--- config.mk ---
export PLATFORM = sky130hd
export DESIGN_NAME = sensor_mode_controller_flat
export DESIGN_NICKNAME = d
export VERILOG_FILES = /design/src/rtl/core/smc_pkg.sv /design/src/rtl/core/smc_in_if.sv /design/src/rtl/core/smc_out_if.sv /design/src/rtl/core/sensor_mode_controller.sv /design/src/flat_wrapper.sv
export VERILOG_INCLUDE_DIRS = /design/src /design/src/rtl/core
export SDC_FILE = /design/constraint.sdc
export NUM_CORES = 1
export LEC_CHECK = 0
export BUFFER_PORTS_ARGS = -buffer_cell sky130_fd_sc_hd__buf_2
export CAP_MARGIN = 0
export CORE_UTILIZATION = 45
export CTS_CLUSTER_SIZE = 30
export DETAILED_ROUTE_END_ITERATION = 7
export PLACE_DENSITY = 0.65
export SYNTH_ARGS = -nofsm -noshare
export SYNTH_HDL_FRONTEND = slang
export SYNTH_SLANG_ARGS = --single-unit
--- constraint.sdc ---
create_clock -name clk -period 5.43 [get_ports clk]
set_input_delay 0.8145 -clock clk [delete_from_list [all_inputs] [get_ports clk]]
set_output_delay 0.8145 -clock clk [all_outputs]
set_load 0.02 [all_outputs]
--- src/rtl/core/assert_macros.svh ---
// Assertion helpers shared by the RTL.
`ifndef ASSERT_MACROS_SVH
`define ASSERT_MACROS_SVH

// Check a property on a given clock, masked while the given reset is low.
`define ASSERT_AT(label, clock, rst_n, prop, msg) \
	label: assert property (@(posedge clock) disable iff (!(rst_n)) (prop)) else $error(msg);

// Check a property on the block clock and reset.
`define ASSERT_CLK(label, prop, msg) \
	`ASSERT_AT(label, clk, arst_n, prop, msg)

`endif

--- src/rtl/core/smc_pkg.sv ---
`timescale 1ns / 1ps
`default_nettype none
package smc_pkg;

	localparam int MODE_W  = 3;
	localparam int FUNC_W  = 2;
	localparam int EVENT_W = 4;
	localparam int ERR_W   = 4;
	localparam int CNT_W   = 32;
	localparam int TMO_W   = 16;
	localparam int CFG_IDX_W  = 2;
	localparam int CFG_DATA_W = 16;

	// modes
	localparam logic [MODE_W-1:0] M_IDLE   = 3'd0;
	localparam logic [MODE_W-1:0] M_INIT   = 3'd1;
	localparam logic [MODE_W-1:0] M_SCAN   = 3'd2;
	localparam logic [MODE_W-1:0] M_TARGET = 3'd3;
	localparam logic [MODE_W-1:0] M_ALARM  = 3'd4;
	localparam logic [MODE_W-1:0] M_CALIB  = 3'd5;
	localparam logic [MODE_W-1:0] M_ERROR  = 3'd6;

	// item kinds
	localparam logic [FUNC_W-1:0] F_EVENT   = 2'd0;
	localparam logic [FUNC_W-1:0] F_TICK    = 2'd1;
	localparam logic [FUNC_W-1:0] F_SET_ERR = 2'd2;
	localparam logic [FUNC_W-1:0] F_CLR_ERR = 2'd3;

	// events
	localparam logic [EVENT_W-1:0] EV_NONE          = 4'd0;
	localparam logic [EVENT_W-1:0] EV_INIT_DONE     = 4'd1;
	localparam logic [EVENT_W-1:0] EV_TARGET_SEEN   = 4'd3;
	localparam logic [EVENT_W-1:0] EV_TARGET_GONE   = 4'd4;
	localparam logic [EVENT_W-1:0] EV_ALARM_ON      = 4'd5;
	localparam logic [EVENT_W-1:0] EV_ALARM_OFF     = 4'd6;
	localparam logic [EVENT_W-1:0] EV_FAULT         = 4'd7;
	localparam logic [EVENT_W-1:0] EV_FAULT_CLEARED = 4'd8;
	localparam logic [EVENT_W-1:0] EV_CALIB_REQ     = 4'd9;
	localparam logic [EVENT_W-1:0] EV_CALIB_DONE    = 4'd10;
	localparam logic [EVENT_W-1:0] EV_LIMIT         = 4'd12;

	// configuration register indexes
	localparam logic [CFG_IDX_W-1:0] CFG_INIT_TMO  = 2'd0;
	localparam logic [CFG_IDX_W-1:0] CFG_CALIB_TMO = 2'd1;
	localparam logic [CFG_IDX_W-1:0] CFG_CRIT_ERR  = 2'd2;

	localparam logic [TMO_W-1:0] INIT_TMO_RST  = 16'd5000;
	localparam logic [TMO_W-1:0] CALIB_TMO_RST = 16'd10000;
	localparam logic [ERR_W-1:0] CRIT_ERR_RST  = 4'd1;

	typedef struct packed {
		logic [MODE_W-1:0] mode;
		logic [MODE_W-1:0] prior_mode;
		logic              mode_changed;
		logic              target_lock;
		logic [ERR_W-1:0]  error_now;
		logic              in_error;
		logic [CNT_W-1:0]  scans_done;
		logic [CNT_W-1:0]  ms_in_mode;
		logic [CNT_W-1:0]  up_ticks;
	} result_t;

endpackage
`default_nettype wire

--- src/rtl/core/smc_in_if.sv ---
`timescale 1ns / 1ps
`default_nettype none
interface smc_in_if import smc_pkg::*; ();
	logic               valid;
	logic               ready;
	logic [FUNC_W-1:0]  func;
	logic [EVENT_W-1:0] event_code;
	logic [ERR_W-1:0]   error_code;

	modport source (output valid, output func, output event_code, output error_code,
		input ready);
	modport sink (input valid, input func, input event_code, input error_code,
		output ready);
endinterface
`default_nettype wire

--- src/rtl/core/smc_out_if.sv ---
`timescale 1ns / 1ps
`default_nettype none
interface smc_out_if import smc_pkg::*; ();
	logic              valid;
	logic              ready;
	logic [MODE_W-1:0] mode;
	logic [MODE_W-1:0] prior_mode;
	logic              mode_changed;
	logic              target_lock;
	logic [ERR_W-1:0]  error_now;
	logic              in_error;
	logic [CNT_W-1:0]  scans_done;
	logic [CNT_W-1:0]  ms_in_mode;
	logic [CNT_W-1:0]  up_ticks;

	modport source (output valid, output mode, output prior_mode, output mode_changed,
		output target_lock, output error_now, output in_error, output scans_done,
		output ms_in_mode, output up_ticks, input ready);
	modport sink (input valid, input mode, input prior_mode, input mode_changed,
		input target_lock, input error_now, input in_error, input scans_done,
		input ms_in_mode, input up_ticks, output ready);
endinterface
`default_nettype wire

--- src/rtl/core/sensor_mode_controller.sv ---
// An input transfer's result is loaded into the output register in the cycle after it.
// Throughput: one item per cycle unless the output stalls; the next item is taken in the
//   same cycle the held result is transferred, so the mode state and counters settle in one pass.
// Reset (arst_n low, asynchronous): mode init, prior mode idle, lock, error and all
//   counters zero, timeouts back to 5000 / 10000 ms, critical error code 1.
`timescale 1ns / 1ps
`default_nettype none
`include "assert_macros.svh"
module sensor_mode_controller import smc_pkg::*; (
	input  wire logic                  clk,
	input  wire logic                  arst_n,
	input  wire logic                  cfg_we,
	input  wire logic [CFG_IDX_W-1:0]  cfg_index,
	input  wire logic [CFG_DATA_W-1:0] cfg_data,
	smc_in_if.sink                     req,
	smc_out_if.source                  rsp
);

	// Transition table: return the current mode when the event has no edge out of it.
	function automatic logic [MODE_W-1:0] next_mode(
		input logic [MODE_W-1:0]  m,
		input logic [EVENT_W-1:0] ev
	);
		logic [MODE_W-1:0] nm;
		nm = m;
		case (m)
			M_IDLE: begin
				if (ev == EV_INIT_DONE) nm = M_SCAN;
				else if (ev == EV_CALIB_REQ) nm = M_CALIB;
				else if (ev == EV_FAULT) nm = M_ERROR;
			end
			M_INIT: begin
				if (ev == EV_INIT_DONE) nm = M_SCAN;
				else if (ev == EV_FAULT) nm = M_ERROR;
			end
			M_SCAN: begin
				if (ev == EV_TARGET_SEEN) nm = M_TARGET;
				else if (ev == EV_CALIB_REQ) nm = M_CALIB;
				else if (ev == EV_FAULT) nm = M_ERROR;
			end
			M_TARGET: begin
				if (ev == EV_TARGET_GONE) nm = M_SCAN;
				else if (ev == EV_ALARM_ON) nm = M_ALARM;
				else if (ev == EV_FAULT) nm = M_ERROR;
			end
			M_ALARM: begin
				if (ev == EV_ALARM_OFF || ev == EV_TARGET_GONE) nm = M_SCAN;
				else if (ev == EV_FAULT) nm = M_ERROR;
			end
			M_CALIB: begin
				if (ev == EV_CALIB_DONE) nm = M_SCAN;
				else if (ev == EV_FAULT) nm = M_ERROR;
			end
			M_ERROR: begin
				if (ev == EV_FAULT_CLEARED) nm = M_INIT;
			end
			default: begin
				// unused mode code: no transitions
				nm = m;
			end
		endcase
		return nm;
	endfunction

	// Configuration registers.
	logic [TMO_W-1:0] init_tmo_q;
	logic [TMO_W-1:0] calib_tmo_q;
	logic [ERR_W-1:0] crit_err_q;

	// Controller state.
	logic [MODE_W-1:0] mode_q;
	logic [MODE_W-1:0] prior_q;
	logic              lock_q;
	logic [ERR_W-1:0]  err_q;
	logic [CNT_W-1:0]  scan_q;
	logic [CNT_W-1:0]  timer_q;
	logic [CNT_W-1:0]  uptime_q;

	// Output register.
	logic    valid_s1;
	result_t res_s1;

	// Next-state values for the item on the input.
	logic [MODE_W-1:0]  mode_d;
	logic [MODE_W-1:0]  prior_d;
	logic               lock_d;
	logic [ERR_W-1:0]   err_d;
	logic [CNT_W-1:0]   scan_d;
	logic [CNT_W-1:0]   timer_d;
	logic [CNT_W-1:0]   uptime_d;
	logic [CNT_W-1:0]   timer_inc;
	logic [EVENT_W-1:0] ev;
	logic               ev_en;
	logic [MODE_W-1:0]  nm;
	logic               changed;
	logic               in_xfer;

	// Take a new item whenever the output register is empty or drains this cycle.
	assign req.ready = !valid_s1 || rsp.ready;
	assign in_xfer   = req.valid && req.ready;

	assign timer_inc = (timer_q == {CNT_W{1'b1}}) ? timer_q : timer_q + {{(CNT_W-1){1'b0}}, 1'b1};

	always_comb begin
		ev       = EV_NONE;
		ev_en    = 1'b0;
		err_d    = err_q;
		scan_d   = scan_q;
		timer_d  = timer_q;
		uptime_d = uptime_q;
		case (req.func)
			F_EVENT: begin
				// codes at or above the limit are dropped
				ev    = req.event_code;
				ev_en = (req.event_code < EV_LIMIT);
			end
			F_TICK: begin
				uptime_d = uptime_q + {{(CNT_W-1){1'b0}}, 1'b1};
				timer_d  = timer_inc;
				if (mode_q == M_SCAN) begin
					scan_d = scan_q + {{(CNT_W-1){1'b0}}, 1'b1};
				end else if (mode_q == M_INIT) begin
					// init timeout: record the critical code and force error
					if (timer_inc > {{(CNT_W-TMO_W){1'b0}}, init_tmo_q}) begin
						err_d = crit_err_q;
						ev    = EV_FAULT;
						ev_en = 1'b1;
					end
				end else if (mode_q == M_CALIB) begin
					// calibration timeout: complete on its own
					if (timer_inc > {{(CNT_W-TMO_W){1'b0}}, calib_tmo_q}) begin
						ev    = EV_CALIB_DONE;
						ev_en = 1'b1;
					end
				end
			end
			F_SET_ERR: begin
				err_d = req.error_code;
			end
			F_CLR_ERR: begin
				// clear in every mode; only error leaves
				err_d = '0;
				ev    = EV_FAULT_CLEARED;
				ev_en = 1'b1;
			end
			default: begin
				ev_en = 1'b0;
			end
		endcase

		nm      = next_mode(mode_q, ev);
		changed = ev_en && (nm != mode_q);

		mode_d  = mode_q;
		prior_d = prior_q;
		lock_d  = lock_q;
		if (changed) begin
			// record the mode we leave, restart the mode timer, update lock
			prior_d = mode_q;
			mode_d  = nm;
			timer_d = '0;
			if (nm == M_SCAN) lock_d = 1'b0;
			if (nm == M_TARGET) lock_d = 1'b1;
		end
	end

	always_ff @(posedge clk or negedge arst_n) begin
		if (!arst_n) begin
			init_tmo_q  <= INIT_TMO_RST;
			calib_tmo_q <= CALIB_TMO_RST;
			crit_err_q  <= CRIT_ERR_RST;
		end else if (cfg_we) begin
			case (cfg_index)
				CFG_INIT_TMO:  init_tmo_q  <= cfg_data[TMO_W-1:0];
				CFG_CALIB_TMO: calib_tmo_q <= cfg_data[TMO_W-1:0];
				CFG_CRIT_ERR:  crit_err_q  <= cfg_data[ERR_W-1:0];
				default: begin
					// writes beyond the register list are dropped
					crit_err_q <= crit_err_q;
				end
			endcase
		end
	end

	always_ff @(posedge clk or negedge arst_n) begin
		if (!arst_n) begin
			mode_q   <= M_INIT;
			prior_q  <= M_IDLE;
			lock_q   <= 1'b0;
			err_q    <= '0;
			scan_q   <= '0;
			timer_q  <= '0;
			uptime_q <= '0;
		end else if (in_xfer) begin
			mode_q   <= mode_d;
			prior_q  <= prior_d;
			lock_q   <= lock_d;
			err_q    <= err_d;
			scan_q   <= scan_d;
			timer_q  <= timer_d;
			uptime_q <= uptime_d;
		end
	end

	always_ff @(posedge clk or negedge arst_n) begin
		if (!arst_n) begin
			valid_s1 <= 1'b0;
		end else if (in_xfer) begin
			valid_s1 <= 1'b1;
		end else if (rsp.ready) begin
			valid_s1 <= 1'b0;
		end
	end

	// Result payload: load on every input transfer, hold otherwise.
	always_ff @(posedge clk) begin
		if (in_xfer) begin
			res_s1.mode         <= mode_d;
			res_s1.prior_mode   <= prior_d;
			res_s1.mode_changed <= changed;
			res_s1.target_lock  <= lock_d;
			res_s1.error_now    <= err_d;
			res_s1.in_error     <= (mode_d == M_ERROR);
			res_s1.scans_done   <= scan_d;
			res_s1.ms_in_mode   <= timer_d;
			res_s1.up_ticks     <= uptime_d;
		end
	end

	assign rsp.valid        = valid_s1;
	assign rsp.mode         = res_s1.mode;
	assign rsp.prior_mode   = res_s1.prior_mode;
	assign rsp.mode_changed = res_s1.mode_changed;
	assign rsp.target_lock  = res_s1.target_lock;
	assign rsp.error_now    = res_s1.error_now;
	assign rsp.in_error     = res_s1.in_error;
	assign rsp.scans_done   = res_s1.scans_done;
	assign rsp.ms_in_mode   = res_s1.ms_in_mode;
	assign rsp.up_ticks     = res_s1.up_ticks;

	`ASSERT_CLK(a_change_moves, rsp.valid && rsp.mode_changed |-> rsp.mode != rsp.prior_mode, "mode change without a new mode")
	`ASSERT_CLK(a_change_clears_timer, rsp.valid && rsp.mode_changed |-> rsp.ms_in_mode == '0, "mode timer not restarted on change")
	`ASSERT_CLK(a_in_error_match, rsp.valid |-> rsp.in_error == (rsp.mode == M_ERROR), "in_error disagrees with mode")
	`ASSERT_CLK(a_tick_uptime, in_xfer && req.func == F_TICK |=> uptime_q == $past(uptime_q) + 32'd1, "tick did not advance uptime")
	`ASSERT_CLK(a_no_tick_uptime, in_xfer && req.func != F_TICK |=> $stable(uptime_q), "uptime moved without a tick")

endmodule
`default_nettype wire
--- src/flat_wrapper.sv ---
// flat-port wrapper written by rule: the top's interface ports become plain ports
module sensor_mode_controller_flat import smc_pkg::*;
  (clk, arst_n, cfg_we, cfg_index, cfg_data, req_valid, req_func, req_event_code, req_error_code, req_ready, rsp_valid, rsp_mode, rsp_prior_mode, rsp_mode_changed, rsp_target_lock, rsp_error_now, rsp_in_error, rsp_scans_done, rsp_ms_in_mode, rsp_up_ticks, rsp_ready);
  smc_in_if req_i ();
  smc_out_if rsp_i ();
  input  wire logic clk;
  input  wire logic arst_n;
  input  wire logic cfg_we;
  input  wire logic [CFG_IDX_W-1:0] cfg_index;
  input  wire logic [CFG_DATA_W-1:0] cfg_data;
  input wire logic [$bits(req_i.valid)-1:0] req_valid;
  input wire logic [$bits(req_i.func)-1:0] req_func;
  input wire logic [$bits(req_i.event_code)-1:0] req_event_code;
  input wire logic [$bits(req_i.error_code)-1:0] req_error_code;
  output wire logic [$bits(req_i.ready)-1:0] req_ready;
  output wire logic [$bits(rsp_i.valid)-1:0] rsp_valid;
  output wire logic [$bits(rsp_i.mode)-1:0] rsp_mode;
  output wire logic [$bits(rsp_i.prior_mode)-1:0] rsp_prior_mode;
  output wire logic [$bits(rsp_i.mode_changed)-1:0] rsp_mode_changed;
  output wire logic [$bits(rsp_i.target_lock)-1:0] rsp_target_lock;
  output wire logic [$bits(rsp_i.error_now)-1:0] rsp_error_now;
  output wire logic [$bits(rsp_i.in_error)-1:0] rsp_in_error;
  output wire logic [$bits(rsp_i.scans_done)-1:0] rsp_scans_done;
  output wire logic [$bits(rsp_i.ms_in_mode)-1:0] rsp_ms_in_mode;
  output wire logic [$bits(rsp_i.up_ticks)-1:0] rsp_up_ticks;
  input wire logic [$bits(rsp_i.ready)-1:0] rsp_ready;
  assign req_i.valid = req_valid;
  assign req_i.func = req_func;
  assign req_i.event_code = req_event_code;
  assign req_i.error_code = req_error_code;
  assign req_ready = req_i.ready;
  assign rsp_valid = rsp_i.valid;
  assign rsp_mode = rsp_i.mode;
  assign rsp_prior_mode = rsp_i.prior_mode;
  assign rsp_mode_changed = rsp_i.mode_changed;
  assign rsp_target_lock = rsp_i.target_lock;
  assign rsp_error_now = rsp_i.error_now;
  assign rsp_in_error = rsp_i.in_error;
  assign rsp_scans_done = rsp_i.scans_done;
  assign rsp_ms_in_mode = rsp_i.ms_in_mode;
  assign rsp_up_ticks = rsp_i.up_ticks;
  assign rsp_i.ready = rsp_ready;
  sensor_mode_controller u_core (.clk(clk), .arst_n(arst_n), .cfg_we(cfg_we), .cfg_index(cfg_index), .cfg_data(cfg_data), .req(req_i), .rsp(rsp_i));
endmodule
# Word level (Yosys, flattened, before mapping)
# Cells that the tools add are included.
[op_classes] n_addsub=3 n_lt_le_gt_ge=3 n_eq_ne=25 n_mux=40 n_reduce_logical=12
[op_table] operator="2-to-1 mux 32 bit" count=6
[op_table] operator="adder 32 x 1 -> 32 bit (second input constant)" count=3
[op_table] operator="greater-than comparator 32 x 16 -> 1 bit" count=2
[op_table] operator="2-to-1 mux 3 bit" count=13
[op_table] operator="== test 32 bit (second input constant)" count=1
[op_table] operator="2-to-1 mux 4 bit" count=7
[op_table] operator="one-hot mux 4 bit (3 select lines)" count=2
[op_table] operator="one-hot mux 3 bit (7 select lines)" count=1
[op_table] operator="== test 4 x 3 -> 1 bit (second input constant)" count=4
[op_table] operator="== test 3 x 2 -> 1 bit (second input constant)" count=4
[op_table] operator="== test 3 bit (second input constant)" count=4
[op_table] operator="== test 4 bit (second input constant)" count=3
[op_table] operator="2-to-1 mux 1 bit" count=10
[op_table] operator="== test 2 bit (second input constant)" count=3
[op_table] operator="AND reduction 2 bit" count=3
[op_table] operator="== test 2 x 1 -> 1 bit (second input constant)" count=2
[op_table] operator="== test 4 x 1 -> 1 bit (second input constant)" count=1
[op_table] operator="== test 4 x 2 -> 1 bit (second input constant)" count=1
[op_table] operator="zero test 2 bit" count=2
[op_table] operator="less-than comparator 4 bit (second input constant)" count=1
[op_table] operator="== test 3 x 1 -> 1 bit (second input constant)" count=1
[op_table] operator="zero test 3 bit" count=1
[op_table] operator="!= test 3 bit" count=1
[op_table] operator="one-hot mux 1 bit (3 select lines)" count=1
[op_table] operator="4 further kinds" count=6
[totals] ff_bits=253 input_bits=33

# Depth between registers and ports, before layout
# Gate-level depths: netlist of the first run.
[depth] ltp_word=17 ltp_mapped=25 depth_no_buf=21

# Worst setup path before layout of the first run
# Ideal clock, no wire load.
[synth_timing] path_kind="register to register" from="reg u_core.timer_q[28]" to="reg u_core.rsp.prior_mode[2] (netlist name)" setup_time_ns=0.262 arrival_ns=4.830 slack_ns=0.337 stages_incl_launch_ff=24 n_path_buf=3 path_cell_list="dfrtp_1 > clkbuf_1 > and3_1 > and3b_1 > nand2_1 > nor2_1 > nor3_1 > nand3_1 > nor2_1 > xor2_1 > ha_1 > nand4_1 > nor4_1 > nor3_1 > o31ai_1 > nand3_1 > or4_4 > a211oi_2 > o21ai_0 > a21oi_1 > or4_1 > buf_2 > buf_4 > mux2_1"
[synth_via] elab_chain_len=16 elab_cells_between_ends=41 classes_between="add/sub (1); order compare (2); eq/ne (11); mux (25); reduce/logical (2)"
[synth_lines] item="start, declared" line="sensor_mode_controller.sv:76" source="logic [CNT_W-1:0] timer_q;"
[synth_lines] item="start signal, assigned" line="sensor_mode_controller.sv:200" source="timer_q <= timer_d;"
[synth_lines] item="adder 32 x 1 -> 32 bit / == test 32 bit (equally long branches)" line="sensor_mode_controller.sv:102" source="assign timer_inc = (timer_q == {CNT_W{1'b1}}) ? timer_q : timer_q + {{(CNT_W-1){1'b0}}, 1'b1};"
[synth_lines] item="2-to-1 mux 32 bit (*)" line="sensor_mode_controller.sv:102"
[synth_lines] item="greater-than comparator 32 x 16 -> 1 bit" line="sensor_mode_controller.sv:131" source="if (timer_inc > {{(CNT_W-TMO_W){1'b0}}, calib_tmo_q}) begin"
[synth_lines] item="2-to-1 mux 4 bit" line="sensor_mode_controller.sv:131"
[synth_lines] item="2-to-1 mux 4 bit" line="sensor_mode_controller.sv:129" source="end else if (mode_q == M_CALIB) begin"
[synth_lines] item="2-to-1 mux 4 bit" line="sensor_mode_controller.sv:122" source="end else if (mode_q == M_INIT) begin"
[synth_lines] item="2-to-1 mux 4 bit" line="sensor_mode_controller.sv:120" source="if (mode_q == M_SCAN) begin"
[synth_lines] item="one-hot mux 4 bit (3 select lines)" line="sensor_mode_controller.sv:111" source="case (req.func)"
[synth_lines] item="== test 4 x 3 -> 1 bit"
[synth_lines] item="2-to-1 mux 3 bit"
[synth_lines] item="2-to-1 mux 3 bit, on equally long branches" line="sensor_mode_controller.sv:43, sensor_mode_controller.sv:38"
[synth_lines] item="2-to-1 mux 3 bit, on equally long branches" line="sensor_mode_controller.sv:42, sensor_mode_controller.sv:28, sensor_mode_controller.sv:37"
[synth_lines] item="one-hot mux 3 bit (7 select lines)" line="sensor_mode_controller.sv:26" source="case (m)"
[synth_lines] item="!= test 3 bit" line="sensor_mode_controller.sv:152" source="changed = ev_en && (nm != mode_q);"
[synth_lines] item="logical AND 1 bit (*)" line="sensor_mode_controller.sv:152"
[synth_lines] item="2-to-1 mux 3 bit (*)" line="sensor_mode_controller.sv:157" source="if (changed) begin"
[synth_lines] item="net u_core.prior_d[2]" line="sensor_mode_controller.sv:85" source="logic [MODE_W-1:0] prior_d;"
# The timed path passes the listed nets; every way through them passes the cells marked *.
# A chain may end at the register's enable or synchronous reset.

# Final worst setup path of the first run
[layout_timing] from="reg u_core.timer_q[1]" to="reg u_core.lock_q"
[layout_via] elab_chain_len=17 elab_cells_between_ends=45 classes_between="add/sub (1); order compare (2); eq/ne (13); mux (27); reduce/logical (2)"
[layout_lines] item="adder 32 x 1 -> 32 bit / == test 32 bit (equally long branches)" line="sensor_mode_controller.sv:102"
[layout_lines] item="2-to-1 mux 32 bit (*)" line="sensor_mode_controller.sv:102"
[layout_lines] item="greater-than comparator 32 x 16 -> 1 bit" line="sensor_mode_controller.sv:131"
[layout_lines] item="2-to-1 mux 4 bit" line="sensor_mode_controller.sv:131"
[layout_lines] item="2-to-1 mux 4 bit" line="sensor_mode_controller.sv:129"
[layout_lines] item="2-to-1 mux 4 bit" line="sensor_mode_controller.sv:122"
[layout_lines] item="2-to-1 mux 4 bit" line="sensor_mode_controller.sv:120"
[layout_lines] item="one-hot mux 4 bit (3 select lines)" line="sensor_mode_controller.sv:111"
[layout_lines] item="== test 4 x 3 -> 1 bit"
[layout_lines] item="2-to-1 mux 3 bit"
[layout_lines] item="2-to-1 mux 3 bit, on equally long branches" line="sensor_mode_controller.sv:43, sensor_mode_controller.sv:38"
[layout_lines] item="2-to-1 mux 3 bit, on equally long branches" line="sensor_mode_controller.sv:42, sensor_mode_controller.sv:28, sensor_mode_controller.sv:37"
[layout_lines] item="one-hot mux 3 bit (7 select lines)" line="sensor_mode_controller.sv:26"
[layout_lines] item="== test 3 x 2 -> 1 bit" line="sensor_mode_controller.sv:162" source="if (nm == M_SCAN) lock_d = 1'b0;"
[layout_lines] item="2-to-1 mux 1 bit" line="sensor_mode_controller.sv:162"
[layout_lines] item="2-to-1 mux 1 bit" line="sensor_mode_controller.sv:163" source="if (nm == M_TARGET) lock_d = 1'b1;"
[layout_lines] item="2-to-1 mux 1 bit (*)" line="sensor_mode_controller.sv:157"
[layout_lines] item="end signal, assigned" line="sensor_mode_controller.sv:197" source="lock_q <= lock_d;"
[layout_lines] item="end, declared" line="sensor_mode_controller.sv:73" source="logic lock_q;"
# Every way passes the cells marked *; elsewhere a longest branch is shown, timed or not.

==> metrics.md, run 1 <==
| Metric | Value |
|---|---|
| Hold buffers post-CTS | `0` |
| Pleak | `7.20 nW` |
| DP Worst Slack | `0.208 ns` |
| WP buf/inv | `2` |
| Antenna Nets Post-Route | `0` |
| Final period util | `94.7%` |
| Post-synth EDFFs | `109` |
| Sequential area share after synthesis | `51.5%` |
| Most common library cells after synthesis | `157 x nand2_1, 132 x dfrtp_1, 115 x nor2_1` |
| Worst Setup End Kind | `flip-flop` |
| Mapped Nets | `1372` |
| GPL Wtd Cong | `0.901` |
| First-pass DRT Iterations | `7` |
| CTS clk-pin slew, worst paths | `0.06 ns` |
| Max Buffers Root-to-Sink | `3` |
| Layout cells sized above 1 | `22.6%` |
| Port bufs | `143` |
| CTS tree | `built` |
| Slew @ Worst Pin | `0.871 ns` |
| Crit path DAT | `5.57 ns` |
| WL per Instance | `17.2 um` |
| Global-route wire length before repair | `51.7 mm` |
| Average cell area after synthesis | `10.3 um2` |
| CP peak stage delay | `0.59 ns` |
| Iter 0 DRT Violations | `717` |
| Core Area | `29000 um2` |
| Cell area after synthesis | `13400 um2` |
| Die area | `30500 um2` |
| Asr flop ratio synth | `56.9%` |
| VDD IR max | `0.246 mV` |
| Fin crit period | `5.14 ns` |
| Count of final setup violators | `0` |
| Routed wire length | `32.4 mm` |
| Core Util, Final | `54.8%` |
| Skew-Pair Late Insertion Delay | `0.55 ns` |
| Setup CP Type | `reg2reg` |
| Remaining DRCs | `0` |
| Kind of cell adding the most delay to the critical path | `simple AND/OR/NAND/NOR gates` |
| Fmax | `194 MHz` |
| Detailed Place HPWL | `22.4 mm` |
| PnR worst setup slack | `0.286 ns` |
| Worst-path cell chain | `ha_1, and4_1, nand4_1, nor2_1, buf_4, or3_4, nor2_1, xor2_1, ha_1, a21oi_1, o21a_1, o22ai_1, o21bai_1, nand3_1, or4_4, a211oi_4, a211oi_2, buf_4, o211a_1, a2111o_1, nor2_2, mux2_1` |
| Yosys warning total | `0` |
| Main area contributors after synthesis | `dfrtp_1 25%, edfxtp_1 24%, xnor2_1 5.5%` |
| Post-synth top area share | `24.7%` |
| Die Width | `175 um` |
| CTS Sinks | `253` |
| Hold Fails Final Rpt | `0` |
| Starting Density | `46.2%` |
| Vias in the first global route | `9971` |
| Max Clock Skew | `0.0199 ns` |
| Area grow syn2layout | `18.6%` |
| Max-slew violation count | `0` |
| Cell taking the most area after synthesis | `dfrtp_1` |
| Most frequent cell after synthesis | `nand2_1` |
| Critical Path Fanout Max | `7` |
| Final net count | `1549` |
| H-tree depth | `1` |
| Hold Worst Slack | `0.166 ns` |
| Synth Register Bits | `253` |
| RSZ-0062 raised after global routing | `false` |
| CTS buffer count | `28` |
| Worst Path Required | `5.85 ns` |
| Ant. Diodes | `0` |
| Grt ovf | `0` |
| Vias per inst | `5.39` |
| Die H | `175 um` |
| Row Count | `62` |
| Yosys cell types | `70` |
| Vias | `10164` |
| Ports | `144` |
| Slew headroom | `41.7%` |
| Power per Cell Area | `368 nW/um2` |
| Synth Instances | `1304` |
| Setup TNS | `0 ns` |
| Antenna violations before repair | `0` |
| Most used DFF post-synth | `dfrtp_1` |
| Root buffer cell | `clkbuf_16` |
| Slowest CP cell | `or4_4` |
| Run status | `finished, final reports clean` |
| Hold crit path type | `in2async` |
| Total Routing Usage GR | `21.0%` |
| Max-cap violations | `0` |
| Largest net degree at the start of global routing | `86` |
| Startpoint Class | `flip-flop` |
==> layout make-up <==
class | count | area (um2)
fill | 2577 | 13100
sequential | 253 | 6890
multi-input combinational | 936 | 6090
timing repair buffer | 214 | 1300
clock buffer | 43 | 838
tap | 384 | 480
inverter | 48 | 185
clock inverter | 9 | 98.8
==> layout by cell type, fill, tap and decap left out, drive strengths merged, types with 6 or more instances in the layout <==
cell / n
mux2: 27
a22oi: 6
clkbuf: 45
nand4: 33
nor2b: 8
or2: 20
o21ai: 47
ha: 35
nor3: 26
or3: 24
or4: 15
buf: 212
nand2b: 7
o22ai: 6
dfstp: 12
and3: 19
a22o: 10
xor2: 75
inv: 48
nor2: 116
edfxtp: 109
dfrtp: 132
xnor2: 84
nand3: 45
mux2i: 8
nand2: 157
and2: 8
nor4: 8
o211ai: 8
a21oi: 57
and4: 10
clkinv: 6
a21o: 29
==> flip-flops by register name (all words and copies together) (netlist names) <==
name,cells
u_core.lock_q,1
u_core.init_tmo_q,16
u_core.rsp.up_ticks,32
u_core.scan_q,32
u_core.timer_q,32
u_core.rsp.prior_mode,3
u_core.err_q,4
u_core.mode_q,3
u_core.rsp.error_now,4
u_core.rsp.mode_changed,1
u_core.rsp.in_error,1
u_core.rsp.scans_done,32
u_core.rsp.target_lock,1
u_core.rsp.valid,1
u_core.prior_q,3
u_core.crit_err_q,4
u_core.rsp.ms_in_mode,32
u_core.calib_tmo_q,16
u_core.uptime_q,32
u_core.rsp.mode,3
==> routing by layer <==
metal,GRT usage (%),routed length (um),vias up,share of wire [%]
li1,-,-,4947,-
met1,29.0,15100,4893,46
met2,34.2,14900,270,46
met3,3.17,1650,54,5.1
met4,6.45,806,0,2.5
met5,0,0,-,0
==> worst paths after layout <==
path | startpoint | end | slack [ns] | cells after the start
setup / recovery | u_core.timer_q[1]$_DFFE_PN0P_ | u_core.lock_q$_DFFE_PN0P_ | 0.29 | 22
hold / removal | arst_n | u_core.uptime_q[27]$_DFFE_PN0P_ | 0.17 | 1
setup reg to reg | u_core.timer_q[1]$_DFFE_PN0P_ | u_core.lock_q$_DFFE_PN0P_ | 0.29 | 22
hold reg to reg | u_core.uptime_q[31]$_DFFE_PN0P_ | u_core.uptime_q[31]$_DFFE_PN0P_ | 0.49 | 1
max in group asynchronous | arst_n | u_core.mode_q[2]$_DFFE_PN0P_ | 4.12 | 2
min in group clk | cfg_data[15] | u_core.init_tmo_q[15]$_DFFE_PN0P_ | 0.49 | 3
==> kinds of logic (layout without fill, tap and decap cells) <==
| group | after synthesis | after routing | synth area share [%] |
|---|---|---|---|
| AND/OR/NAND/NOR | 504 | 504 | 18.4 |
| AO/OA/AOI/OAI | 203 | 203 | 10.0 |
| flip-flops | 253 | 253 | 51.5 |
| adder cells (fa/ha/maj) | 35 | 35 | 3.27 |
| buffers and inverters | 115 | 314 | 3.55 |
| multiplexers | 35 | 35 | 2.90 |
| XOR/XNOR | 159 | 159 | 10.4 |
==> through the flow <==
stage / cells / cell area [um2] / total power [mW]
after floorplan: 1304 / 13400 / 3.37
after global placement: 1827 / 14800 / 3.80
after detailed placement: 1827 / 14800 / 3.82
after CTS: 1879 / 15700 / 5.75
after global routing: 1887 / 15900 / 6.14
final: 1887 / 15900 / 5.84
==> report_power, final <==
group          total [mW]  switching [mW]  internal [mW]
logic                1.55           0.951          0.602
registers            2.38           0.138           2.25
clock network        1.90           0.751           1.15
total                5.84            1.84           4.00
==> timing repair <==
action / in CTS / in global routing
buffers inserted: 0 / 6
endpoints found under the setup margin: 0 / 68
hold endpoints to repair: 0 / 0
resized for setup: 0 / 15
Note: power is estimated with default switching activity, not from simulation.
==> run 2, diff against run 1 <==
- CORE_UTILIZATION: 45 -> 54
- PLACE_DENSITY: 0.65 -> 0.76
==> run 2 against run 1 <==
Effect of this change: core utilization is 9.4 points higher; clock skew is 0.0072 ns lower; first-iteration DRC count is 24% higher; clock power is 8% lower; register-to-register slack better by 0.03 ns; die area is 16% lower; worst setup slack better by 0.026 ns; critical path depth stayed put; via count is 1.8% higher; non-clock buffer count is 10 lower; fmax is 0.51% higher.
==> metrics.md, run 2 (synthesized netlist as in run 1, its figures left out) <==
| Metric | Value |
|---|---|
| DP Worst Slack | `0.104 ns (-0.103 ns)` |
| Vias | `10342 (+1.8%)` |
| Critical Path Fanout Max | `7 (unchanged)` |
| Fmax | `195 MHz (+0.51%)` |
| Max Buffers Root-to-Sink | `3 (unchanged)` |
| Commonest non-fill, non-tap cells in the layout | `156 x nand2_1, 142 x buf_2, 132 x dfrtp_1, 115 x nor2_1, 109 x edfxtp_1` |
| Hold crit path type | `in2async` |
| Worst r2r dst | `u_core.lock_q$_DFFE_PN0P_` |
| CTS clk-pin slew, worst paths | `0.06 ns (about the same)` |
| Port bufs | `143 (unchanged)` |
| Power per Cell Area | `357 nW/um2 (-2.9%)` |
| Iter 0 DRT Violations | `886 (+24%)` |
| Slew headroom | `32.3% (-9.4 points)` |
| Routed wire length | `30.7 mm (-5.1%)` |
| Core Area | `24300 um2 (-16%)` |
| P_int | `3.79 mW (-5.2%)` |
| Die Width | `159 um (-8.6%)` |
| Global-route wire length before repair | `50.5 mm (-2.5%)` |
| Commonest non-fill, non-tap cell in the layout | `nand2_1` |
| Switching share of power | `32.0% (+0.46 points)` |
| Antenna Nets Post-Route | `0 (unchanged)` |
| R2R cell count | `22 (unchanged)` |
| Startpoint Class | `flip-flop` |
| CTS buffer count | `27 (-3.6%)` |
| Setup CP Type | `reg2reg` |
| Most Frequent Cell on Critical Path | `buf_4` |
| Sequential Power Share | `42.9% (+2.1 points)` |
| Vias in the first global route | `9923 (-0.48%)` |
| Hold Fails Final Rpt | `0 (unchanged)` |
| P_sw | `1.78 mW (-3.1%)` |
| Detailed Place HPWL | `21.2 mm (-5.6%)` |
| Grt ovf | `0 (unchanged)` |
| Crit path DAT | `5.54 ns (-0.03 ns)` |
| Worst Path Required | `5.86 ns (about the same)` |
| Fill cell count | `1901 (-26%)` |
| CP peak stage delay | `0.50 ns (-0.09 ns)` |
| CTS tree | `built` |
| Starting Density | `55.1% (+8.9 points)` |
| WL per Instance | `16.9 um (-1.4%)` |
| PnR worst setup slack | `0.312 ns (+0.0261 ns)` |
| Ports | `144 (unchanged)` |
| Clock Power Share | `31.2% (-1.4 points)` |
| Ant. Diodes | `0 (unchanged)` |
| Area grow syn2layout | `16.6%` |
| H-tree depth | `1 (unchanged)` |
| Pleak | `7.11 nW (-1.3%)` |
| Vias per inst | `5.69 (+5.7%)` |
| FF-to-FF setup slack | `0.31 ns (+0.03 ns)` |
| Setup TNS | `0 ns (unchanged)` |
| Slowest CP cell | `or4_4` |
| Worst r2r src | `u_core.timer_q[1]$_DFFE_PN0P_` |
| Worst Setup End Kind | `flip-flop` |
| Max Clock Skew | `0.0128 ns (-0.00718 ns)` |
| Final period util | `94.3% (-0.48 points)` |
| CTS Sinks | `253 (unchanged)` |
| Die H | `159 um (-8.6%)` |
| Worst-path cell chain | `ha_1, and4_1, nand4_1, nor2_1, buf_4, nor3_1, buf_4, nand3_1, xnor2_1, ha_1, nand4_1, nor4_2, o21bai_1, nand3_1, or4_4, a211oi_4, a211oi_2, buf_4, o211a_1, a2111o_1, nor2_1, mux2_1` |
| Total Routing Usage GR | `24.3% (+3.2 points)` |
| VDD IR max | `0.311 mV (+26%)` |
| Max-cap violations | `0 (unchanged)` |
| Antenna violations before repair | `0 (unchanged)` |
| Largest net degree at the start of global routing | `118 (+37%)` |
| First-pass DRT Iterations | `8 (+1)` |
| Count of final setup violators | `0 (unchanged)` |
| Final net count | `1539 (-0.65%)` |
| Slew @ Worst Pin | `1.02 ns (+0.144 ns)` |
| Run status | `finished, final reports clean` |
| Pwr Total | `5.58 mW (-4.5%)` |
| Fin crit period | `5.12 ns (-0.0261 ns)` |
| Row Count | `57 (-8.1%)` |
| Skew-Pair Late Insertion Delay | `0.54 ns (about the same)` |
| Logic gate share of total power | `26.0% (-0.6 points)` |
| Reg area | `6890 um2 (about the same)` |
| Remaining DRCs | `0 (unchanged)` |
| Die area | `25400 um2 (-16%)` |
| Layout cells sized above 1 | `21.7% (-0.84 points)` |
| Root buffer cell | `clkbuf_16` |
| GPL Wtd Cong | `0.911 (+1.1%)` |
| Multi-input logic area | `6100 um2 (+0.14%)` |
| Max-slew violation count | `0 (unchanged)` |
## run 2: changes by cell type in the layout (fill, tap and decap cells not counted), sizes merged
cell    previous run  this run
clkbuf            45        35
bufinv             2         1
buf              212       204
inv               48        49
clkinv             6        12
or4               15        16
## run 2: worst max-delay path by stage
stage	from	endpoint	slack, ns	depth (start not counted)
final	u_core.timer_q[1]$_DFFE_PN0P_	u_core.lock_q$_DFFE_PN0P_	0.31	22
after global routing	u_core.timer_q[1]$_DFFE_PN0P_	u_core.lock_q$_DFFE_PN0P_	-0.03	23
after detailed placement	u_core.timer_q[1]$_DFFE_PN0P_	u_core.rsp.ms_in_mode[22]$_DFFE_PP_	0.10	21
after floorplan	u_core.timer_q[28]$_DFFE_PN0P_	u_core.rsp.prior_mode[2]$_DFFE_PP_	0.34	23
after global placement	u_core.timer_q[1]$_DFFE_PN0P_	u_core.rsp.ms_in_mode[22]$_DFFE_PP_	0.24	22
after CTS	u_core.timer_q[1]$_DFFE_PN0P_	u_core.rsp.ms_in_mode[22]$_DFFE_PP_	0.07	21
## run 2: critical path: cells and delay by family (launching register included)
| family | cells | cell delay, ns |
|---|---|---|
| xor gates and xnor gates | 1 | 0.18 |
| adders and majority gates | 2 | 0.55 |
| muxes | 1 | 0.32 |
| DFF | 1 | 0.42 |
| buffers and inverters | 3 | 0.46 |
| AOI/OAI and AO/OA | 5 | 1.15 |
| and+or+nand+nor | 10 | 1.92 |
## run 2: power groups by stage
stage	logic [mW]	clock network [mW]	registers, mW
2_1_floorplan	0.905	0	2.47
3_5_place_dp	1.38	0	2.42
4_1_cts	1.39	1.78	2.39
5_1_grt	1.60	1.86	2.41
6_report	1.45	1.74	2.39
3_3_place_gp	1.36	0	2.42
## run 2: area by class of cell
type | count | area share, %
Clock inverter | 15 | 0.657
Tap cell | 324 | 2.60
Multi-Input combinational cell | 937 | 39.1
Clock buffer | 35 | 4.71
Timing Repair Buffer | 204 | 7.66
Sequential cell | 253 | 44.1
Inverter | 48 | 1.19
## run 2: through the flow
step	util (%)	hold WS [ns]	area [um2]	instances
6_report	64.2	0.359	15600	1816
5_1_grt	64.2	0.424	15600	1816
4_1_cts	63.8	0.395	15500	1811
3_5_place_dp	60.4	0.479	14700	1761
3_3_place_gp	60.4	0.470	14700	1761
2_1_floorplan	-	0.458	13400	1304
## run 2: per-layer routing
layer	wire length, um	vias to the layer above	GRT usage [%]
met4	807	0	7.52
met2	14600	331	40.3
met1	13600	5010	33.1
met5	0	-	0
met3	1670	63	3.36
li1	-	4938	-
## run 2: repair_timing
item | CTS | global route
gates resized for setup | 0 | 13
endpoints found under the setup margin | 0 | 73
buffers inserted | 0 | 4
hold buffers | 0 | 0
==> run 3, diff against run 2 <==
- ABC_AREA: not set -> 1
- CELL_PAD_IN_SITES_DETAIL_PLACEMENT: not set -> 1
- CELL_PAD_IN_SITES_GLOBAL_PLACEMENT: not set -> 1
- CORE_UTILIZATION: 54 -> 41
- MAX_ROUTING_LAYER: not set -> met4
==> run 3 against run 2 <==
Effect of this change: worst setup slack improved by 0.15 ns; total power increased by 40%; critical path type unchanged; hold slack got worse by 0.080 ns; sequential power increased by 20%; critical path depth increased by 7; register-to-register slack improved by 0.15 ns; critical endpoint is now u_core.timer_q[1]$_DFFE_PN0P_.
==> metrics.md, run 3 <==
| Metric | Value |
|---|---|
| CTS Sinks | `253 (unchanged)` |
| Mapped Nets | `1634 (+19%)` |
| CTS clk-pin slew, worst paths | `0.06 ns (about the same)` |
| Yosys warning total | `0 (unchanged)` |
| Detail Route met3 WL | `1.08 mm (-36%)` |
| Count of final setup violators | `0 (unchanged)` |
| Placed Cells | `2112 (+20%)` |
| Highest routed layer | `met4` |
| Grt ovf | `0 (unchanged)` |
| Largest net degree at the start of global routing | `173 (+47%)` |
| First-pass DRT Iterations | `5 (-3)` |
| Vias in the first global route | `11153 (+12%)` |
| Run status | `finished, final reports clean` |
| Most common library cells after synthesis | `428 x nand2_1, 199 x inv_1, 149 x o21ai_0` |
| Non-filler instance count after layout | `2172 (+20%)` |
| Ant. Diodes | `0 (unchanged)` |
| Global-route wire length before repair | `58.4 mm (+16%)` |
| Average cell area after synthesis | `8.60 um2 (-16%)` |
| H-tree depth | `1 (unchanged)` |
| Antenna Nets Post-Route | `0 (unchanged)` |
| Placed inst area | `14600 um2 (-0.44%)` |
| GPL Wtd Cong | `0.918 (+0.78%)` |
| Commonest non-fill, non-tap cells in the layout | `426 x nand2_1, 198 x inv_1, 148 x o21ai_0, 142 x buf_2, 131 x dfrtp_1` |
| Met1 WL | `17.3 mm (+26%)` |
| Kind of cell adding the most delay to the critical path | `simple AND/OR/NAND/NOR gates` |
| Port bufs | `143 (unchanged)` |
| Hold Worst Slack | `0.279 ns (-0.0797 ns)` |
| Core Area | `32000 um2 (+31%)` |
| Critical Path Fanout Max | `17 (+10)` |
| Layout cells sized above 1 | `18.2% (-3.5 points)` |
| Root buffer cell | `clkbuf_16` |
| WP buf/inv | `2 (-1)` |
| Core Util, Final | `49.6% (-15 points)` |
| Main area contributors after synthesis | `dfrtp_1 25%, edfxtp_1 24%, nand2_1 12%` |
| Row Count | `65 (+14%)` |
| Most Frequent Cell on Critical Path | `nand2_1` |
| Sequential area share after synthesis | `51.2% (-0.28 points)` |
| Max Buffers Root-to-Sink | `3 (unchanged)` |
| Met2 routed WL | `16.8 mm (+15%)` |
| CTS tree | `built` |
| Die Width | `183 um (+15%)` |
| Post-synth top area share | `24.5% (-0.13 points)` |
| Hold crit path type | `in2async` |
| Fmax | `201 MHz (+3.0%)` |
| Most frequent cell after synthesis | `nand2_1` |
| Worst Setup End Kind | `flip-flop` |
| Pleak | `7.18 nW (+0.96%)` |
| WL per Instance | `16.4 um (-2.8%)` |
| Detailed Place HPWL | `25.4 mm (+20%)` |
| Slew headroom | `25.8% (-6.5 points)` |
| Vias | `10887 (+5.3%)` |
| Ports | `144 (unchanged)` |
| Hold Fails Final Rpt | `0 (unchanged)` |
| Antenna violations before repair | `0 (unchanged)` |
| DP Worst Slack | `0.0657 ns (-0.0384 ns)` |
| Commonest non-fill, non-tap cell in the layout | `nand2_1` |
| Asr flop ratio synth | `56.9% (unchanged)` |
| Final net count | `1782 (+16%)` |
| Total Routing Usage GR | `22.3% (-2.0 points)` |
| Remaining DRCs | `0 (unchanged)` |
| Worst Path Required | `5.90 ns (+0.04 ns)` |
| Die area | `33600 um2 (+32%)` |
| Max-slew violation count | `0 (unchanged)` |
| Slew @ Worst Pin | `1.11 ns (+0.0949 ns)` |
| Cell taking the most area after synthesis | `dfrtp_1` |
| Vias per inst | `5.01 (-12%)` |
| Routed wire length | `35.7 mm (+16%)` |
| Synth Instances | `1566 (+20%)` |
| Synth Register Bits | `253 (unchanged)` |
| Die H | `183 um (+15%)` |
| Cell area after layout | `15800 um2 (+1.5%)` |
| Setup CP Type | `reg2reg` |
| Yosys cell types | `37 (-47%)` |
| Skew-Pair Late Insertion Delay | `0.57 ns (+0.03 ns)` |
| CP peak stage delay | `0.42 ns (-0.08 ns)` |
| Max-cap violations | `0 (unchanged)` |
| Startpoint Class | `flip-flop` |
| Slowest CP cell | `dfrtp_1` |
| PnR worst setup slack | `0.463 ns (+0.151 ns)` |
| Most used DFF post-synth | `dfrtp_1` |
| Cell area after synthesis | `13500 um2 (+0.54%)` |
| VDD IR max | `0.309 mV (-0.46%)` |
| Area grow syn2layout | `17.7%` |
| Post-synth EDFFs | `109 (unchanged)` |
| Fin crit period | `4.97 ns (-0.151 ns)` |
| Max Clock Skew | `0.0165 ns (+0.00372 ns)` |
| Crit path DAT | `5.44 ns (-0.10 ns)` |
| Iter 0 DRT Violations | `568 (-36%)` |
| CTS buffer count | `29 (+7.4%)` |
| Starting Density | `42.1% (-13 points)` |
| Power per Cell Area | `493 nW/um2 (+38%)` |
| Final period util | `91.5% (-2.8 points)` |
run 3: worst paths after layout:
check                                                    from                                 to  slack [ns]  cells after the start
worst max register to register  u_core.timer_q[1]$_DFFE_PN0P_      u_core.timer_q[1]$_DFFE_PN0P_        0.46                     29
worst max-delay path            u_core.timer_q[1]$_DFFE_PN0P_      u_core.timer_q[1]$_DFFE_PN0P_        0.46                     29
worst min register to register  u_core.prior_q[2]$_DFFE_PN0P_      u_core.prior_q[2]$_DFFE_PN0P_        0.48                      2
worst min-delay path                                   arst_n  u_core.init_tmo_q[13]$_DFFE_PN0P_        0.28                      1
max in group asynchronous                              arst_n    u_core.uptime_q[21]$_DFFE_PN0P_        4.06                      2
min in group clk                u_core.prior_q[2]$_DFFE_PN0P_      u_core.prior_q[2]$_DFFE_PN0P_        0.48                      2
run 3: logic make-up after synthesis:
family	count (synthesis)	synth area share [%]
simple gates	745	25.6
compound gates	220	8.42
xor+xnor	64	4.16
fa+ha+maj	35	3.25
flops	253	51.2
buf+inv	249	7.35
run 3: stage by stage:
stage	power, mW	TNS [ns]
after floorplan	4.79	0
after global placement	5.44	0
after detailed placement	5.54	0
after CTS	7.76	0
after global routing	8.32	-0.0657
final	7.81	0
run 3: layer usage:
layer / vias up / GRT usage [%]
met2: 171 / 35.9
met5: - / -
li1: 5378 / -
met3: 51 / 2.34
met1: 5287 / 30.4
met4: 0 / 4.93
run 3: what timing repair did:
action / 4_1_cts / 5_1_grt
buffers inserted: 0 / 5
gates resized for setup: 0 / 22
hold buffers: 0 / 0
setup endpoints to repair: 0 / 73
run 3: where the power goes:
part | leakage [nW] | switching, mW | internal [mW]
Combinational | 3.70 | 1.88 | 0.879
Sequential | 2.95 | 0.335 | 2.54
Clock | 0.527 | 0.822 | 1.35
Total | 7.18 | 3.04 | 4.77
run 3: cell type report:
class | instances | area, um2
sequential | 253 | 6890
multi-input combinational | 1064 | 5670
clock inverter | 16 | 224
fill | 3824 | 16100
timing repair buffer | 159 | 880
clock buffer | 38 | 853
inverter | 207 | 785
tap | 435 | 544
